## config.mk

```make
export PLATFORM = sky130hd
export DESIGN_NAME = rjac_sqrt_cell
export DESIGN_NICKNAME = d
export VERILOG_FILES = /design/src/sv/rjac_pkg.sv /design/src/sv/rjac_sqrt_cell.sv
export SDC_FILE = /design/constraint.sdc
export NUM_CORES = 1
export LEC_CHECK = 0
export ABC_AREA = 0
export BUFFER_PORTS_ARGS = -buffer_cell sky130_fd_sc_hd__buf_4
export CAP_MARGIN = 20
export CORE_ASPECT_RATIO = 0.75
export CORE_UTILIZATION = 43
export DETAILED_ROUTE_END_ITERATION = 8
export PLACE_DENSITY = 0.76
export RECOVER_POWER = 50
export SETUP_SLACK_MARGIN = 0.5
export SYNTH_ARGS = -nofsm -noshare
export SYNTH_HDL_FRONTEND = slang
export SYNTH_SLANG_ARGS = --single-unit
```

## constraint.sdc

```tcl
create_clock -name clk -period 2.4 [get_ports clk]
set_input_delay 0.24 -clock clk [delete_from_list [all_inputs] [get_ports clk]]
set_output_delay 0.24 -clock clk [all_outputs]
set_load 0.01 [all_outputs]
```

## src/sv/rjac_pkg.sv

```systemverilog
// ----------------------------------------------------------------------------
// rjac_pkg
// Shared widths, codes and word types of the radar Jacobian pipeline.
// ----------------------------------------------------------------------------
package rjac_pkg;

    localparam int FRAC_BITS  = 16;
    localparam int WORD_W     = 32;
    localparam int SS_W       = 2 * WORD_W;
    localparam int DEN_W      = 3 * WORD_W;
    localparam int NUM_W      = DEN_W + FRAC_BITS;
    localparam int Q_W        = WORD_W + 1;
    localparam int REM_W      = WORD_W + 1;
    localparam int SQRT_STEPS = WORD_W;
    localparam int DIV_LAT    = Q_W + 1;
    localparam int N_DIV      = 6;

    localparam logic [WORD_W-1:0] MIN_RESET = WORD_W'(7);
    localparam logic [WORD_W-1:0] POS_SAT   = {1'b0, {(WORD_W-1){1'b1}}};
    localparam logic [WORD_W-1:0] NEG_SAT   = {1'b1, {(WORD_W-1){1'b0}}};

    // result lanes
    localparam int Q_RANGE_X   = 0;
    localparam int Q_RANGE_Y   = 1;
    localparam int Q_BEARING_X = 2;
    localparam int Q_BEARING_Y = 3;
    localparam int Q_RATE_X    = 4;
    localparam int Q_RATE_Y    = 5;

    typedef struct packed {
        logic [REM_W-1:0]  rem;
        logic [WORD_W-1:0] root;
        logic [SS_W-1:0]   x;
    } sqrt_t;

    typedef struct packed {
        logic [DEN_W-1:0] rem;
        logic [DEN_W-1:0] den;
        logic [Q_W-1:0]   num;
        logic [Q_W-1:0]   q;
        logic             ovf;
        logic             zero;
        logic             neg;
    } div_t;

    typedef struct packed {
        logic [SS_W-1:0]   ss;
        logic [WORD_W-1:0] apx;
        logic [WORD_W-1:0] apy;
        logic [SS_W-1:0]   dmag;
        logic [N_DIV-1:0]  neg;
        logic              flag;
    } side_t;

    typedef struct packed {
        logic [N_DIV-1:0][WORD_W-1:0] q;
        logic                         flag;
    } res_t;

endpackage

```

## src/sv/rjac_sqrt_cell.sv

```systemverilog
// ----------------------------------------------------------------------------
// rjac_sqrt_cell
// One step of the integer square root (two radicand bits in, one root bit out), registered.
// ----------------------------------------------------------------------------
module rjac_sqrt_cell
    import rjac_pkg::*;
(
    input  logic  clk,
    input  logic  en,
    input  sqrt_t cur,
    output sqrt_t nxt
);

    sqrt_t                nxt_reg;
    sqrt_t                nxt_next;
    logic  [REM_W+1:0]    rem_sh;
    logic  [REM_W+1:0]    trial;
    logic  [REM_W+1:0]    diff;
    logic                 ge;

    always_comb
    begin
        rem_sh = {cur.rem, cur.x[SS_W-1 -: 2]};
        trial  = (REM_W+2)'({cur.root, 2'b01});
        diff   = rem_sh - trial;
        ge     = (rem_sh >= trial);
        nxt_next.rem  = ge ? diff[REM_W-1:0] : rem_sh[REM_W-1:0];
        nxt_next.root = {cur.root[WORD_W-2:0], ge};
        nxt_next.x    = cur.x << 2;
    end

    always_ff @(posedge clk)
    begin
        if (en)
        begin
            nxt_reg <= nxt_next;
        end
    end

    assign nxt = nxt_reg;

endmodule

```

==> impl_metrics.tcl <==
set metrics [dict create \
    setup_viol 0 \
    dpl_worst_slack_ns -0.390 \
    fill_cells 745 \
    p_seq_share_pct 37.7 \
    holdPathStages 1 \
    drive_gt1_share_pct 52.7 \
    synthArstFlopShare_pct 0 \
    p_comb_share_pct 27.8 \
    drcViolationCount 0 \
    dieHeight_um 105 \
    rsz0062_at_grt "true" \
    hpwlAfterDp_um 13800 \
    path_class "input pin to register" \
    dr.pass1.iters 5 \
    synth_most_common_cell "edfxtp_1" \
    cts_buffer_depth 2 \
    synth_seq_cells 127 \
    grt_first_pass_wirelength_um 34000 \
    endpoint_kind "register" \
    htreeDepth 4 \
    wl_per_cell_um 21.7 \
    tightest_slew_ns 1.78 \
    yosysSeqAreaShare_pct 62.5 \
    start_util_pct 44.2 \
    slew_viol_final 129 \
    violations "capacitance limit, slew limit" \
    startpoint_type "input pin" \
    tns_ns 0 \
    ant_nets 0 \
    nNetsFinal 1123 \
    synth_area_leaders "edfxtp_1 63%, ha_1 7.0%, a21oi_1 4.6%" \
    p_per_area_nw_per_um2 660 \
    syn_inst 488 \
    synth_cell_types 48 \
    antenna_found_initial 0 \
    routed_wl_um 24800 \
    grt_use_total_pct 30.8 \
    hold_viol_final 0 \
    fp.dieArea_um2 14700 \
    num_antenna_cells 0 \
    final.min_clock_period_ns 2.37 \
    synth_commonest_cells "127 x edfxtp_1, 56 x a21oi_1, 42 x nor2_1, 39 x inv_1, 34 x ha_1" \
    path_clk_slew_ns 0.06 \
    fmax_mhz 422 \
    die_w_um 140 \
    gr-total-overflow 0 \
    cts_buffers 17 \
    largest_reg_flops 127 \
    port_buffers 257 \
    drt_iter0_drc 446 \
    holdCritStartpoint "cur[83]" \
    worstPathRequired_ns 2.58 \
    grt_start_max_net_pins 68 \
    tritoncts "built" \
    cts_root_buffer "clkbuf_16" \
    p_clk_share_pct 34.5 \
    instances_no_fill 1145 \
    synth_edf_count 127 \
    synth_top_area_share_pct 62.5 \
    period_share_pct 98.7 \
    power_leakage_nw 4.89 \
    syn_area_um2 6100 \
    place_inst 1001 \
    peakVddDrop_mv 0.574 \
    viasPerCell 5.41 \
    swShare_pct 28.3 \
    power_switching_mw 2.11 \
    worst_slack_ns 0.0314 \
    slew_headroom_pct -18.7 \
    first_global_vias 6164 \
    rows 37 \
    ioPinCount 260 \
    p_int_mw 5.34 \
    avgSynthCellArea_um2 12.5 \
    area_growth_pct 84.9 \
    clock-sinks 127 \
    vias 6189 \
    hp-class "input pin to register" \
    synth_top_area_cell "edfxtp_1" \
    ys.flop_type "edfxtp_1" \
    run_status "complete, but fails checks" \
    core_um2 13800 \
    gp_congestion 0.893 \
    crit_arrival_ns 2.54 \
    maxCapViolCount 2 \
    cp_max_fo 8 \
    yosysWarnings 0 \
    hold_end "nxt[84]" \
]
==> per-layer routing <==
| layer | GRT usage (%) | vias to the layer above | wire [um] | part of all wire (%) |
|---|---|---|---|---|
| li1 | - | 2759 | - | - |
| met1 | 36.5 | 3007 | 9330 | 38 |
| met2 | 52.9 | 334 | 12400 | 50 |
| met3 | 8.57 | 89 | 2040 | 8.2 |
| met4 | 12.5 | 0 | 1070 | 4.3 |
| met5 | 0 | - | 0 | 0 |
==> cell families after synthesis <==
family                   share of synthesized area (%)
buffers and inverters                             4.04
AO/OA/AOI/OAI                                     13.6
multiplexers                                      1.29
flip-flops                                        62.5
other                                           0.0615
XOR/XNOR                                          4.02
AND/OR/NAND/NOR                                   7.53
adder cells (fa/ha/maj)                           6.97
==> stage by stage <==
| stage | hold slack (ns) | area, um2 | power, mW | util [%] |
|---|---|---|---|---|
| finish | 0.0607 | 11300 | 7.45 | 81.8 |
| global route | 0.0539 | 11300 | 7.66 | 81.8 |
| CTS | 0.000749 | 10900 | 7.15 | 78.8 |
| detailed placement | 0.419 | 9160 | 4.44 | 66.4 |
| global placement | 0.419 | 9160 | 4.39 | 66.4 |
| floorplan | 0.339 | 6300 | 3.53 | - |
==> how the worst max path moves through the flow <==
stage,from,end,slack [ns],cells past startpoint
CTS,cur[70],nxt[104],0.17,12
detailed placement,cur[70],nxt[104],-0.39,12
floorplan,cur[70],nxt[102],-0.05,11
finish,cur[71],nxt[110],0.03,12
global route,cur[68],nxt[124],-0.06,12
global placement,cur[70],nxt[110],-0.33,12
==> layout make-up <==
class	instances	area (um2)	area share [%]
Inverter	39	161	1.43
Clock inverter	13	141	1.25
Tap cell	175	219	1.94
Multi-Input combinational cell	305	2610	23.1
Clock buffer	18	429	3.80
Sequential cell	127	3810	33.8
Timing Repair Buffer	468	3910	34.7
==> power groups by stage <==
stage	logic, mW	clock network [mW]	registers [mW]
2_1_floorplan	0.594	0	2.93
3_3_place_gp	1.57	0	2.81
3_5_place_dp	1.62	0	2.82
4_1_cts	1.84	2.53	2.78
5_1_grt	2.18	2.67	2.82
6_report	2.07	2.57	2.81
==> critical path, stage by stage <==
cell      delay [ns]
clkbuf_4        0.11
inv_2           0.04
ha_4            0.26
and4_4          0.23
and3_4          0.19
nand2_2         0.06
a221o_1         0.36
a21oi_2         0.19
a21oi_2         0.11
o21ai_4         0.23
buf_12          0.19
mux2_4          0.31
==> repair_timing <==
| item | in CTS | in global routing |
|---|---|---|
| resized for setup | 41 | 80 |
| pin swaps | 21 | 23 |
| hold endpoints to repair | 88 | 3 |
| gates cloned | 1 | 2 |
| buffers inserted | 11 | 8 |
| hold buffers | 88 | 3 |
| endpoints found under the setup margin | 34 | 34 |
==> cell usage in the layout (no fill, tap or decap), types with 5 or more instances in the layout <==
| cell | count |
|---|---|
| ha_1 | 19 |
| buf_8 | 7 |
| nor2_1 | 25 |
| nor2_2 | 13 |
| a21oi_1 | 20 |
| nand2_1 | 26 |
| ha_4 | 14 |
| clkbuf_16 | 19 |
| buf_4 | 292 |
| inv_2 | 5 |
| dlygate4sd3_1 | 91 |
| inv_1 | 30 |
| nand4_1 | 6 |
| mux2_4 | 7 |
| buf_6 | 8 |
| o21ai_0 | 11 |
| clkbuf_4 | 53 |
| o21ai_1 | 7 |
| buf_12 | 5 |
| nand3_1 | 8 |
| edfxtp_1 | 127 |
| o21a_1 | 8 |
| xnor2_1 | 19 |
| xor2_1 | 9 |
| clkbuf_1 | 8 |
| a21oi_2 | 34 |
| a21o_1 | 9 |
(Power assumes the default switching activity.)
